## src/rtl/core/fbpa_pkg.sv

```systemverilog
// Types, constants and helpers of the fixed block pool allocator.
package fbpa_pkg;

  // Pool geometry: the free map is kept as rows of ROW_W slots
  localparam int MAX_SLOTS    = 64;
  localparam int ROW_W        = 8;
  localparam int ROWS         = MAX_SLOTS / ROW_W;
  localparam int SLOT_W       = 6;
  localparam int ROW_LW       = $clog2(ROW_W);
  localparam int ROW_AW       = SLOT_W - ROW_LW;
  localparam int CNT_W        = 7;
  localparam int BYTES_W      = 21;
  localparam int OFS_W        = 26;
  localparam int HEADER_BYTES = 4;

  // Configuration port
  localparam int CFG_IDX_W  = 1;
  localparam int CFG_DATA_W = 21;
  localparam logic [CFG_IDX_W-1:0] CFG_SLOTS_IN_USE = 1'd0;
  localparam logic [CFG_IDX_W-1:0] CFG_SLOT_BYTES   = 1'd1;

  // Request operation codes; code 3 is a no-op
  localparam logic [1:0] OP_TAKE   = 2'd0;
  localparam logic [1:0] OP_RETURN = 2'd1;
  localparam logic [1:0] OP_CLEAR  = 2'd2;

  typedef enum logic [1:0] {
    ST_OK           = 2'd0,
    ST_NO_FREE      = 2'd1,
    ST_RANGE        = 2'd2,
    ST_ALREADY_FREE = 2'd3
  } status_e;

  typedef enum logic [2:0] {
    S_IDLE,
    S_RC_RD,
    S_RC_EV,
    S_TK_RD,
    S_TK_EV,
    S_RT_RD,
    S_RT_EV,
    S_RESULT
  } state_e;

  // Number of set bits in one free-map row
  function automatic logic [ROW_LW:0] popcount_row(logic [ROW_W-1:0] v);
    logic [ROW_LW:0] c;
    c = '0;
    for (int i = 0; i < ROW_W; i++) begin
      c = c + {{ROW_LW{1'b0}}, v[i]};
    end
    return c;
  endfunction

endpackage

```

## src/rtl/core/fixed_block_pool_allocator_top.sv

```systemverilog
// Fixed block pool allocator: next-fit slot search over a row-organized free map.
//
// Channel   Dir  Handshake                    Payload
// s_axis    in   tvalid/tready                operation, slot_index
// m_axis    out  tvalid/tready                status, granted_index, data_offset, free_count
// cfg       in   cfg_we_i (no back-pressure)  slots_in_use, slot_bytes
//
// Each row visit is a memory read state, then an evaluate state, on one read port.
// A take visits rows until a hit or a full wrap, a return one row; others skip to S_RESULT.
// A write of slots_in_use triggers a recount of free slots, one row visit
// per managed row, before the next request is taken. Reset needs no sweep: row valid
// bits make unwritten rows read as all free. A result waits in the output register
// while the next request is accepted; the block holds in S_RESULT if it is full.
module fixed_block_pool_allocator_top
  import fbpa_pkg::*;
(
  input  logic                  clk_i,
  input  logic                  rst_ni,
  // request: [1:0] operation, [7:2] slot_index
  input  logic                  s_axis_tvalid,
  output logic                  s_axis_tready,
  input  logic [7:0]            s_axis_tdata,
  // result: [1:0] status, [7:2] granted_index, [33:8] data_offset,
  // [40:34] free_count, [47:41] zero
  output logic                  m_axis_tvalid,
  input  logic                  m_axis_tready,
  output logic [47:0]           m_axis_tdata,
  // configuration writes
  input  logic                  cfg_we_i,
  input  logic [CFG_IDX_W-1:0]  cfg_index_i,
  input  logic [CFG_DATA_W-1:0] cfg_wdata_i
);

  state_e state_q, state_d;

  // configuration
  logic [CNT_W-1:0]   slots_q;
  logic [BYTES_W-1:0] bytes_q;
  logic               stale_q;
  logic               stale_clr;

  // allocator state
  logic [SLOT_W-1:0]  next_pos_q, next_pos_d;
  logic [CNT_W-1:0]   free_q, free_d;

  // per-request working registers
  logic [ROW_AW-1:0]  row_q, row_d;
  logic               pass_q, pass_d;
  logic [SLOT_W-1:0]  start_q, start_d;
  logic [SLOT_W-1:0]  idx_q, idx_d;
  status_e            res_status_q, res_status_d;
  logic [SLOT_W-1:0]  res_slot_q, res_slot_d;
  logic               res_hit_q, res_hit_d;

  // free map memory and row valid bits
  logic [ROW_W-1:0]   mem_q [ROWS];
  logic [ROWS-1:0]    row_vld_q;
  logic [ROW_W-1:0]   rd_data_q;
  logic               rd_vld_q;
  logic               mem_we;
  logic [ROW_W-1:0]   mem_wd;
  logic               vld_clr;

  // output register
  logic               out_valid_q;
  status_e            out_status_q;
  logic [SLOT_W-1:0]  out_slot_q;
  logic [OFS_W-1:0]   out_ofs_q;
  logic [CNT_W-1:0]   out_free_q;
  logic               out_load;

  // derived values
  logic [CNT_W-1:0]   n_slots;
  logic [CNT_W-1:0]   n_m1_full;
  logic [SLOT_W-1:0]  nm1;
  logic [ROW_AW-1:0]  last_row;
  logic [SLOT_W-1:0]  start_pos;
  logic [ROW_AW-1:0]  start_row;
  logic [ROW_LW-1:0]  start_lo;
  logic [ROW_W-1:0]   row_bits;
  logic [ROW_W-1:0]   lim_mask;
  logic [ROW_W-1:0]   scan_mask;
  logic [ROW_W-1:0]   cand;
  logic               hit;
  logic [ROW_LW-1:0]  hit_j;
  logic [SLOT_W-1:0]  hit_slot;
  logic [1:0]         in_op;
  logic [SLOT_W-1:0]  in_idx;
  logic               in_accept;
  logic               idx_out_of_range;
  logic [BYTES_W:0]   bytes_hdr;
  logic [SLOT_W+BYTES_W:0] prod;
  logic [OFS_W-1:0]   ofs;

  assign in_op     = s_axis_tdata[1:0];
  assign in_idx    = s_axis_tdata[7:2];
  assign s_axis_tready = (state_q == S_IDLE) && !stale_q;
  assign in_accept = s_axis_tvalid && s_axis_tready;

  // managed slot count, clamped to 1..MAX_SLOTS
  always_comb begin
    if (slots_q == '0) begin
      n_slots = CNT_W'(1);
    end else if (slots_q > CNT_W'(MAX_SLOTS)) begin
      n_slots = CNT_W'(MAX_SLOTS);
    end else begin
      n_slots = slots_q;
    end
  end

  assign n_m1_full = n_slots - CNT_W'(1);
  assign nm1       = n_m1_full[SLOT_W-1:0];
  assign last_row  = nm1[SLOT_W-1:ROW_LW];
  assign start_pos = ({1'b0, next_pos_q} < n_slots) ? next_pos_q : '0;
  assign start_row = start_q[SLOT_W-1:ROW_LW];
  assign start_lo  = start_q[ROW_LW-1:0];
  assign idx_out_of_range = ({1'b0, in_idx} >= n_slots);

  // row as read; a never-written row is all free
  assign row_bits = rd_vld_q ? rd_data_q : '1;

  // slot masks for the current row
  always_comb begin
    for (int j = 0; j < ROW_W; j++) begin
      lim_mask[j]  = ({row_q, ROW_LW'(j)} <= nm1);
      scan_mask[j] = lim_mask[j];
      if (row_q == start_row) begin
        if (!pass_q) begin
          scan_mask[j] = lim_mask[j] && (ROW_LW'(j) >= start_lo);
        end else begin
          scan_mask[j] = lim_mask[j] && (ROW_LW'(j) < start_lo);
        end
      end
    end
  end

  assign cand = row_bits & scan_mask;

  // lowest free slot in the row
  always_comb begin
    hit   = 1'b0;
    hit_j = '0;
    for (int j = 0; j < ROW_W; j++) begin
      if (!hit && cand[j]) begin
        hit   = 1'b1;
        hit_j = ROW_LW'(j);
      end
    end
  end

  assign hit_slot = {row_q, hit_j};

  // payload offset of the granted slot
  assign bytes_hdr = {1'b0, bytes_q} + (BYTES_W+1)'(HEADER_BYTES);
  assign prod = {{(BYTES_W+1){1'b0}}, res_slot_q} * {{SLOT_W{1'b0}}, bytes_hdr};
  assign ofs  = prod[OFS_W-1:0] + OFS_W'(HEADER_BYTES);

  // next state
  always_comb begin
    state_d = state_q;
    unique case (state_q)
      S_IDLE: begin
        if (stale_q) begin
          state_d = S_RC_RD;
        end else if (s_axis_tvalid) begin
          priority if (in_op == OP_TAKE) begin
            state_d = S_TK_RD;
          end else if (in_op == OP_RETURN && !idx_out_of_range) begin
            state_d = S_RT_RD;
          end else begin
            state_d = S_RESULT;
          end
        end
      end
      S_RC_RD: state_d = S_RC_EV;
      S_RC_EV: state_d = (row_q == last_row) ? S_IDLE : S_RC_RD;
      S_TK_RD: state_d = S_TK_EV;
      S_TK_EV: begin
        if (hit || (pass_q && row_q == start_row)) begin
          state_d = S_RESULT;
        end else begin
          state_d = S_TK_RD;
        end
      end
      S_RT_RD: state_d = S_RT_EV;
      S_RT_EV: state_d = S_RESULT;
      S_RESULT: begin
        if (!out_valid_q || m_axis_tready) begin
          state_d = S_IDLE;
        end
      end
      default: state_d = S_IDLE;
    endcase
  end

  // datapath control
  always_comb begin
    next_pos_d   = next_pos_q;
    free_d       = free_q;
    row_d        = row_q;
    pass_d       = pass_q;
    start_d      = start_q;
    idx_d        = idx_q;
    res_status_d = res_status_q;
    res_slot_d   = res_slot_q;
    res_hit_d    = res_hit_q;
    mem_we       = 1'b0;
    mem_wd       = row_bits;
    vld_clr      = 1'b0;
    stale_clr    = 1'b0;
    out_load     = 1'b0;
    unique case (state_q)
      S_IDLE: begin
        if (stale_q) begin
          // start recounting free slots from row 0
          stale_clr = 1'b1;
          row_d     = '0;
          free_d    = '0;
        end else if (in_accept) begin
          idx_d        = in_idx;
          start_d      = start_pos;
          row_d        = start_pos[SLOT_W-1:ROW_LW];
          pass_d       = 1'b0;
          res_status_d = ST_OK;
          res_slot_d   = '0;
          res_hit_d    = 1'b0;
          priority if (in_op == OP_RETURN) begin
            row_d = in_idx[SLOT_W-1:ROW_LW];
            if (idx_out_of_range) begin
              res_status_d = ST_RANGE;
            end
          end else if (in_op == OP_CLEAR) begin
            vld_clr    = 1'b1;
            next_pos_d = '0;
            free_d     = n_slots;
          end else begin
            // take proceeds to the search; code 3 does nothing
          end
        end
      end
      S_RC_EV: begin
        free_d = free_q + CNT_W'(popcount_row(row_bits & lim_mask));
        row_d  = row_q + ROW_AW'(1);
      end
      S_TK_EV: begin
        if (hit) begin
          mem_we     = 1'b1;
          mem_wd     = row_bits & ~(ROW_W'(1) << hit_j);
          free_d     = free_q - CNT_W'(1);
          next_pos_d = (hit_slot == nm1) ? '0 : hit_slot + SLOT_W'(1);
          res_slot_d = hit_slot;
          res_hit_d  = 1'b1;
        end else if (pass_q && row_q == start_row) begin
          res_status_d = ST_NO_FREE;
        end else if (!pass_q && row_q == last_row) begin
          // wrap to the start of the pool
          row_d  = '0;
          pass_d = 1'b1;
        end else begin
          row_d = row_q + ROW_AW'(1);
        end
      end
      S_RT_EV: begin
        if (row_bits[idx_q[ROW_LW-1:0]]) begin
          res_status_d = ST_ALREADY_FREE;
        end else begin
          mem_we = 1'b1;
          mem_wd = row_bits | (ROW_W'(1) << idx_q[ROW_LW-1:0]);
          free_d = free_q + CNT_W'(1);
        end
      end
      S_RESULT: begin
        out_load = !out_valid_q || m_axis_tready;
      end
      default: begin
        // read cycles only wait for the memory
      end
    endcase
  end

  // free map memory, one row read per cycle
  always_ff @(posedge clk_i) begin
    if (mem_we) begin
      mem_q[row_q] <= mem_wd;
    end
    rd_data_q <= mem_q[row_q];
  end

  // row valid bits
  always_ff @(posedge clk_i or negedge rst_ni) begin
    if (!rst_ni) begin
      row_vld_q <= '0;
      rd_vld_q  <= 1'b0;
    end else begin
      rd_vld_q <= row_vld_q[row_q];
      if (vld_clr) begin
        row_vld_q <= '0;
      end else if (mem_we) begin
        row_vld_q[row_q] <= 1'b1;
      end
    end
  end

  // configuration registers
  always_ff @(posedge clk_i or negedge rst_ni) begin
    if (!rst_ni) begin
      slots_q <= CNT_W'(MAX_SLOTS);
      bytes_q <= BYTES_W'(4096);
      stale_q <= 1'b0;
    end else begin
      if (cfg_we_i && cfg_index_i == CFG_SLOTS_IN_USE) begin
        slots_q <= cfg_wdata_i[CNT_W-1:0];
      end
      if (cfg_we_i && cfg_index_i == CFG_SLOT_BYTES) begin
        bytes_q <= cfg_wdata_i[BYTES_W-1:0];
      end
      if (cfg_we_i && cfg_index_i == CFG_SLOTS_IN_USE) begin
        stale_q <= 1'b1;
      end else if (stale_clr) begin
        stale_q <= 1'b0;
      end
    end
  end

  // control and allocator state
  always_ff @(posedge clk_i or negedge rst_ni) begin
    if (!rst_ni) begin
      state_q    <= S_IDLE;
      next_pos_q <= '0;
      free_q     <= CNT_W'(MAX_SLOTS);
      row_q      <= '0;
      pass_q     <= 1'b0;
    end else begin
      state_q    <= state_d;
      next_pos_q <= next_pos_d;
      free_q     <= free_d;
      row_q      <= row_d;
      pass_q     <= pass_d;
    end
  end

  // request working registers
  always_ff @(posedge clk_i) begin
    start_q      <= start_d;
    idx_q        <= idx_d;
    res_status_q <= res_status_d;
    res_slot_q   <= res_slot_d;
    res_hit_q    <= res_hit_d;
  end

  // output register
  always_ff @(posedge clk_i or negedge rst_ni) begin
    if (!rst_ni) begin
      out_valid_q <= 1'b0;
    end else if (out_load) begin
      out_valid_q <= 1'b1;
    end else if (m_axis_tready) begin
      out_valid_q <= 1'b0;
    end
  end

  always_ff @(posedge clk_i) begin
    if (out_load) begin
      out_status_q <= res_status_q;
      out_slot_q   <= res_hit_q ? res_slot_q : '0;
      out_ofs_q    <= res_hit_q ? ofs : '0;
      out_free_q   <= free_q;
    end
  end

  assign m_axis_tvalid = out_valid_q;
  assign m_axis_tdata  = {7'd0, out_free_q, out_ofs_q, out_slot_q, out_status_q};

endmodule

```

## config.mk

```make
export PLATFORM = sky130hd
export DESIGN_NAME = fixed_block_pool_allocator_top
export DESIGN_NICKNAME = d
export VERILOG_FILES = /design/src/rtl/core/fbpa_pkg.sv /design/src/rtl/core/fixed_block_pool_allocator_top.sv
export SDC_FILE = /design/constraint.sdc
export NUM_CORES = 1
export LEC_CHECK = 0
export CAP_MARGIN = 20
export CORE_UTILIZATION = 45
export CTS_CLUSTER_DIAMETER = 40
export DETAILED_ROUTE_END_ITERATION = 8
export DONT_BUFFER_PORTS = 1
export PLACE_DENSITY = 0.66
export SYNTH_ARGS = -nofsm -noshare
export SYNTH_HDL_FRONTEND = slang
export SYNTH_SLANG_ARGS = --single-unit
```

## constraint.sdc

```tcl
create_clock -name clk_i -period 10 [get_ports clk_i]
set_input_delay 0.5 -clock clk_i [delete_from_list [all_inputs] [get_ports clk_i]]
set_output_delay 0.5 -clock clk_i [all_outputs]
set_load 0.01 [all_outputs]
```

Word level (Yosys, flattened, before mapping)
Memory sizes are Yosys's and may differ from the RTL's. A register that Yosys moved wholly into a read port is not among the register bits.
Cells that the tools add are included.
{"block": "totals", "ram_bits": 64, "n_memories": 1, "output_inout_bits": 50, "word_cells": 280, "register_bits": 118, "inputBits": 35}
{"memory": "mem_q", "depth": 8, "width": 8, "rd": 1, "rd_ports_with_merged_regs": 1, "wr": 1, "line": "fixed_block_pool_allocator_top.sv:56", "rtl": "logic [ROW_W-1:0] mem_q [ROWS];"}
{"block": "op_classes", "n_reduce_logical": 62, "n_bitwise": 8, "n_mul": 1, "n_shift": 2, "muxes": 112, "n_eq_ne": 28, "addsub": 15, "order_cmp": 30}
{"cell": "$mux 6", "n": 10}
{"cell": "$mux 7", "n": 8}
{"cell": "$mux 1", "n": 51}
{"cell": "$mux 3", "n": 17}
{"cell": "$le 6x6->1", "n": 8}
{"cell": "$mux 8", "n": 5}
{"cell": "$logic_and 1x1->1", "n": 31}
{"cell": "$pmux 7 s4", "n": 1}
{"cell": "$add 26x3->26 const B", "n": 1}
{"cell": "$mul 6x22->26", "n": 1}
{"cell": "$and 8x8->8", "n": 3}
{"cell": "$pmux 3 s8", "n": 1}
{"cell": "$pmux 6 s2", "n": 2}
{"cell": "$reduce_and 6->1", "n": 4}
{"cell": "$add 21x3->22 const B", "n": 1}
{"cell": "$ne 2x2->1 const B", "n": 11}
{"cell": "$add 4x1->4", "n": 4}
{"cell": "$mux 2", "n": 8}
{"cell": "$or 8x8->8", "n": 2}
{"cell": "$pmux 8 s2", "n": 1}
{"cell": "$shl 1x3->8 const A", "n": 2}
{"cell": "$eq 3x3->1 const B", "n": 4}
{"cell": "$ge 3x3->1 const A", "n": 4}
{"cell": "$lt 3x3->1 const A", "n": 4}
{"cell": "45 further kinds", "n": 74}

Depth between registers and ports, before layout
Gate-level depths: netlist of run 1.
{"block": "depth", "ltp_word": 36, "depth_mapped": 27, "ltp_nobuf": 26}

Worst setup path after synthesis of run 1
No wires, ideal clock.
{"block": "synth_path", "kind": "reg-to-reg", "startpoint": "register slots_q[1]", "endpoint": "register free_q[6]", "required_ns": 9.921, "period_less_slack_ns": 6.196, "n_path_buf": 1, "arrival_ns": 6.117, "setup_ns": 0.079, "path_slack_ns": 3.804, "path_stages_with_launch": 27, "cell_sequence": "dfrtp_1 -> or4_4 -> o31ai_4 -> inv_2 -> ha_1 -> nand3_1 -> xnor2_1 -> ha_1 -> and3_1 -> buf_2 -> a31oi_1 -> nor2_1 -> fa_1 -> inv_1 -> fa_1 -> inv_1 -> fa_1 -> fa_1 -> inv_1 -> fa_1 -> nor2b_1 -> o21ai_0 -> nand2b_1 -> nand3_1 -> xnor2_1 -> a221o_1 -> a22o_1"}
{"block": "synth_between", "elab_chain_len": 33, "word_cells_on_any_way": 84, "classes_between": "9 x add/sub; 9 x order compare; 1 x eq/ne; 31 x mux; 2 x bitwise; 32 x reduce/logical"}
{"element": "start, declared", "line": "fixed_block_pool_allocator_top.sv:37", "rtl": "logic [CNT_W-1:0] slots_q;"}
{"element": "start signal, assigned", "line": "fixed_block_pool_allocator_top.sv:307", "rtl": "slots_q <= CNT_W'(MAX_SLOTS);"}
{"element": "start signal, assigned", "line": "fixed_block_pool_allocator_top.sv:312", "rtl": "slots_q <= cfg_wdata_i[CNT_W-1:0];"}
{"element": "$gt 7x7->1", "line": "fixed_block_pool_allocator_top.sv:104", "rtl": "end else if (slots_q > CNT_W'(MAX_SLOTS)) begin"}
{"element": "$mux 7", "line": "fixed_block_pool_allocator_top.sv:104"}
{"element": "$mux 7 *", "line": "fixed_block_pool_allocator_top.sv:102", "rtl": "if (slots_q == '0) begin"}
{"element": "parallel branches: the longest is 30 deep, another holds $add 7x4->7"}
{"element": "end signal, assigned", "line": "fixed_block_pool_allocator_top.sv:330", "rtl": "free_q <= CNT_W'(MAX_SLOTS);"}
{"element": "end signal, assigned", "line": "fixed_block_pool_allocator_top.sv:336", "rtl": "free_q <= free_d;"}
{"element": "end, declared", "line": "fixed_block_pool_allocator_top.sv:44", "rtl": "logic [CNT_W-1:0] free_q, free_d;"}
Every way passes the cells marked *. The select of a mux whose other input is x is not followed.
A chain may end at the register's enable or synchronous reset.

Final worst setup path of run 1
Same ends and word-level chain as after synthesis.

==> results of run 1 <==
[layer usage]
layer  wire, um  track usage, %
met5          0               0
met2      14400            34.2
met3       1970            4.66
met1      14000            29.2
met4        542            5.83
[stage by stage]
| stage | cells | hold WS [ns] | util, % | area [um^2] |
|---|---|---|---|---|
| after detailed placement | 1612 | 0.206 | 47.3 | 13700 |
| after floorplan | 1272 | 0.204 | - | 13400 |
| after global routing | 1647 | 0.116 | 49.7 | 14400 |
| after CTS | 1646 | 0.128 | 49.6 | 14400 |
| after global placement | 1612 | 0.206 | 47.3 | 13700 |
| final | 1647 | 0.140 | 49.7 | 14400 |
[placed cells by master (no fill, tap or decap), types with 7 or more instances in the layout]
master	count
a211oi_1	9
a21o_1	22
a21oi_1	53
a31oi_1	13
and2_1	47
and3_1	12
clkbuf_16	17
conb_1	7
dfrtp_1	56
dfxtp_1	8
edfxtp_1	123
fa_1	85
ha_1	72
inv_1	111
inv_12	9
mux2_2	37
mux4_2	10
nand2_1	178
nand2b_1	26
nand3_1	22
nand4_1	7
nor2_1	73
nor2b_1	23
nor3_1	16
o21a_1	10
o21ai_0	32
o221ai_1	7
xnor2_1	41
xor2_1	21
[logic make-up after synthesis]
family / share of synthesized area, %
buf+inv: 4.92
compound gates: 10.8
simple gates: 15.7
other cells: 0.0280
fa+ha+maj: 19.4
flops: 39.8
mux: 5.09
xor+xnor: 4.29
[critical path, stage by stage, from the launching register on]
cell	delay [ns]
dfrtp_1	0.39
or4_4	0.57
o31ai_4	0.46
inv_2	0.15
ha_1	0.34
nand3_1	0.13
xnor2_1	0.14
ha_1	0.29
and3_1	0.31
a31oi_1	0.34
nor2_1	0.12
fa_1	0.52
inv_1	0.06
fa_1	0.52
inv_1	0.05
fa_1	0.57
fa_1	0.20
inv_1	0.05
fa_1	0.39
nor2b_1	0.12
o21ai_0	0.08
nand2b_1	0.11
nand3_1	0.10
xnor2_1	0.14
a221o_1	0.35
a22o_1	0.23
[what timing repair did]
action,4_1_cts,5_1_grt
buffers inserted,0,0
hold endpoints to repair,59,0
hold buffers,2,0
setup endpoints to repair,0,0
[final cells by class]
cell class / instances / area, um^2
clock buffer: 17 / 425
clock inverter: 15 / 219
fill: 2598 / 14600
inverter: 115 / 432
multi-input combinational: 918 / 7440
sequential: 190 / 5330
tap: 384 / 480
timing repair buffer: 8 / 95.1
[final timing paths]
kind / end / slack, ns / cells after the start
worst max register to register: free_q[6] / 3.22 / 25
min in group asynchronous: m_axis_tvalid / 0.56 / 2
worst min-delay path: idx_q[2] / 0.14 / 0
worst min register to register: out_status_q[0] / 0.43 / 0
worst max-delay path: free_q[6] / 3.22 / 25
max in group asynchronous: bytes_q[12] / 9.10 / 2
[registers in the layout (all words and copies together) (netlist names), 2 cells and up]
name	cells
mem_q	64
out_ofs_q	26
bytes_q	21
rd_data_q	8
row_vld_q	8
free_q	7
out_free_q	7
slots_q	7
next_pos_q	6
out_slot_q	6
res_slot_q	6
start_q	6
idx_q	3
row_q	3
state_q	3
out_status_q	2
res_status_q	2
==> impl_metrics.toml, run 1 <==
[sta]
skew_ns = 0.0162
fin_setup_tns_ns = 0
fin_crit_ns = 6.78
period_share_pct = 67.8
hold_violations = 0
slew_headroom_pct = 26.0
worst_slack_ns = 3.22
rsz0062_at_grt = "no"
finalSetupViolations = 0
worst_slew_pin_slew_ns = 1.11
fmax_ghz = 0.147
slew_violations = 0

[clock_network]
cts_buffers = 17
path_clk_slew_ns = 0.09
clockRootBuffer = "clkbuf_16"
cts_tree = "yes"
insertion_delay_ns = 0.45
cts_sinks = 190
clock_path_buffers = 2
post_cts_resized = 0
h-tree-depth = 4

[min_path]
hp-class = "input pin to flip-flop"
min_from = "s_axis_tdata[4]"

[finish]
areaGrowthSynthToFinish_pct = 7.63
fin_nets = 1442
final_layout_size_suffix_gt1_share_pct = 9.03
diodes = 0

[routing]
routed_wl_um = 30900
wl_per_cell_um = 18.8
detail_route.vias_per_cell = 5.54
drtPass1Iterations = 5
drt_iter0_drc = 795
remaining_drc_errors = 0
postRouteAntennaNets = 0
via_count = 9130

[critical_path]
r2r_start = "slots_q[1]"
crit_start = "slots_q[1]"
cp.required_ns = 10.39
cp_max_fo = 10
cp.arrival_ns = 7.17
start_kind = "flip-flop"
crit_type = "flip-flop to flip-flop"
setup.worst_path.end_class = "flip-flop"

[status]
status = "completed"

[synthesis]
syn-cell-area_mm2 = 0.0134
yosys_register_bits = 190
yosys_most_used_dff = "edfxtp_1"
ys_types = 86
avgSynthCellArea_um2 = 10.6
synth.most_common_cell = "nand2_1"
yosys_warnings = 0
synth_commonest_cells = "nand2_1, edfxtp_1, inv_1, fa_1, nor2_1"
synth_edf_count = 123
synthArstFlopShare_pct = 31.1
synth_area_leader_cell = "edfxtp_1"
synth.top_cell.area_share_pct = 27.6
syn_inst = 1266
ys_seq_area_share_pct = 39.8
synth.area.top_cells = "edfxtp_1, fa_1, dfrtp_1"

[run]
drv_cap = 0

[place]
post-dp-hpwl_um = 23000
portBuffers = 0
gp_congestion = 0.921
pre_cts_slack_ns = 3.29

[floorplan]
die_h_um = 175
die_w_um = 175
start_util_pct = 46.2
core_mm2 = 0.0290
io_pins = 85
fp.dieArea_mm2 = 0.0305
rows = 62

[global_routing]
grt_antenna_before_repair = 0
grt_max_degree = 60
grt_pass1_wl_um = 50300
track_usage_pct = 21.3
grt_overflow = 0
grt_pass1_vias = 9230
Power of run 1 is left out: the tool's default activity adds up to more than one toggle a clock period on the data nets, which glitch-free logic cannot reach.
==> run 2: changes to the inputs <==
PLACE_DENSITY = 0.68   (was 0.66)
clock period = 5.99 ns   (was 10 ns; I/O delays follow)
==> run 2 against run 1 <==
Compared with the run above:
- via count grew 5.4%
- first-iteration DRC count shrank 23%
- final area grew 4.7%
- maximum frequency grew 15%
- worst hold slack lost 0.049 ns
- clock-buffer cell count is the same
- critical path depth grew 1
- sequential share of layout area shrank 1.7 points
- final cell count grew 4.1%
- setup slack lost 3.1 ns
- largest cell class unchanged
==> impl_metrics.toml, run 2 (synthesized netlist as in run 1, its figures left out) <==
[status]
status = "completed"

[finish]
fin_nets = 1509
largest_reg_flops = 64
mostFrequentLayoutCell = "nand2_1"
final_cell_area_mm2 = 0.0151
final_cells = 1715
n_fill_cell = 2559
final-seq-area_mm2 = 0.00533
final_cell_mix = "nand2_1, edfxtp_1, inv_1"
top_regs = "mem_q (64), out_ofs_q (26), bytes_q (21)"
areaGrowthSynthToFinish_pct = 12.7
largest-register = "mem_q"
multiInputGateArea_mm2 = 0.00756
final_layout_size_suffix_gt1_share_pct = 13.4

[global_routing]
grt_max_degree = 60
grt_antenna_before_repair = 1
grt_pass1_wl_um = 51600
grt_pass1_vias = 9615
track_usage_pct = 21.7
grt_overflow = 0

[critical_path]
setup.worst_path.end_class = "flip-flop"
path_delay_family = "adder cells"
crit_slowest_cell = "or4_4"
cp_max_fo = 4
crit_type = "flip-flop to flip-flop"
start_kind = "flip-flop"
critPathMaxStageDelay_ns = 0.56
cp.arrival_ns = 6.29
cp_num_buf_inv = 4
r2r_setup_slack_ns = 0.07
cp.required_ns = 6.36

[routing]
wl_per_cell_um = 18.6
drtPass1Iterations = 5
remaining_drc_errors = 0
via_count = 9626
routed_wl_um = 32000
postRouteAntennaNets = 0
drt_iter0_drc = 612
detail_route.vias_per_cell = 5.61

[place]
gp_congestion = 0.992
portBuffers = 0
placed_cell_area_mm2 = 0.0140
dp_cells = 1646
post-dp-hpwl_um = 23500

[clock_network]
path_clk_slew_ns = 0.08
h-tree-depth = 4
cts_buffers = 17
cts_sinks = 190
insertion_delay_ns = 0.45
clock_path_buffers = 2
clockRootBuffer = "clkbuf_16"
cts_tree = "yes"

[sta]
skew_ns = 0.0189
finalSetupViolations = 0
slew_headroom_pct = 30.7
period_share_pct = 98.8
fmax_ghz = 0.169
slew_violations = 0
hold_violations = 0
rsz0062_at_grt = "yes"
fin_crit_ns = 5.92
worst_slew_pin_slew_ns = 1.04

[min_path]
hp-class = "input pin to flip-flop"

[floorplan]
die_h_um = 175
io_pins = 85
die_w_um = 175
start_util_pct = 46.2
fp.dieArea_mm2 = 0.0305
rows = 62
core_mm2 = 0.0290

[run]
drv_cap = 0
==> run 2: changes by cell type in the layout (fill, tap and decap cells not counted), sizes merged <==
cell	before	now
dlygate4sd3	1	25
inv	126	123
clkinv	4	7
diode	0	1
buf	7	50
==> run 2: final timing paths <==
check	startpoint	to	cells past startpoint
max	slots_q[2]	free_q[6]	26
max in group asynchronous	rst_ni	free_q[6]	2
max reg2reg	slots_q[2]	free_q[6]	26
min in group asynchronous	rst_ni	bytes_q[16]	2
min reg2reg	res_status_q[1]	out_status_q[1]	0
min	s_axis_tdata[5]	row_q[0]	2
==> run 2: what timing repair did <==
item,4_1_cts,5_1_grt
resized for setup,3,20
endpoints found under the hold margin,90,0
pin swaps,3,7
hold buffers,26,0
setup buffers,1,8
setup endpoints to repair,1,3
==> run 2: metrics by stage <==
| stage | hold slack [ns] | utilization, % | setup slack [ns] | setup TNS (ns) |
|---|---|---|---|---|
| 5_1_grt | 0.107 | 52.1 | -0.111 | -0.116 |
| 2_1_floorplan | 0.00391 | - | 0.00690 | 0 |
| 4_1_cts | 0.0718 | 51.4 | 0.00143 | 0 |
| 6_report | 0.0907 | 52.1 | 0.0708 | 0 |
| 3_5_place_dp | 0.00592 | 48.3 | -0.00973 | -0.00973 |
| 3_3_place_gp | 0.00606 | 48.3 | 0.157 | 0 |
==> run 2: worst reg2reg max path: stages (launching register included) <==
cell      delay (ns)
dfrtp_1         0.39
or4_4           0.56
o31ai_4         0.23
inv_2           0.08
ha_4            0.19
nand3_2         0.09
xnor2_2         0.10
ha_4            0.31
a21o_1          0.16
a21o_1          0.15
o22ai_2         0.08
and2_4          0.16
fa_1            0.51
inv_2           0.05
fa_1            0.53
inv_1           0.05
fa_1            0.50
fa_2            0.23
inv_2           0.05
fa_2            0.34
nor2b_1         0.12
o21ai_1         0.06
nand2b_1        0.13
nand3_2         0.10
xnor2_1         0.14
a221o_1         0.34
a22o_1          0.23
==> run 2: layer usage <==
metal	part of all wire (%)	wire, um	track usage (%)	up-vias
met3	5.5	1760	4.07	55
met2	47	15000	34.1	337
met5	0	0	0	-
met4	2.5	814	7.54	0
met1	45	14400	30.0	4781
li1	-	-	-	4453
==> run 2: area by class of cell <==
cell class / instances / share of cell area, %
clock inverters: 15 / 1.33
repair buffers: 75 / 4.38
inverters: 115 / 2.86
multi-input cells: 918 / 50.1
clock buffers: 17 / 2.82
flip-flops and latches: 190 / 35.3
well taps: 384 / 3.18
diodes: 1 / 0.0166
Power of run 2 is left out for the same reason.
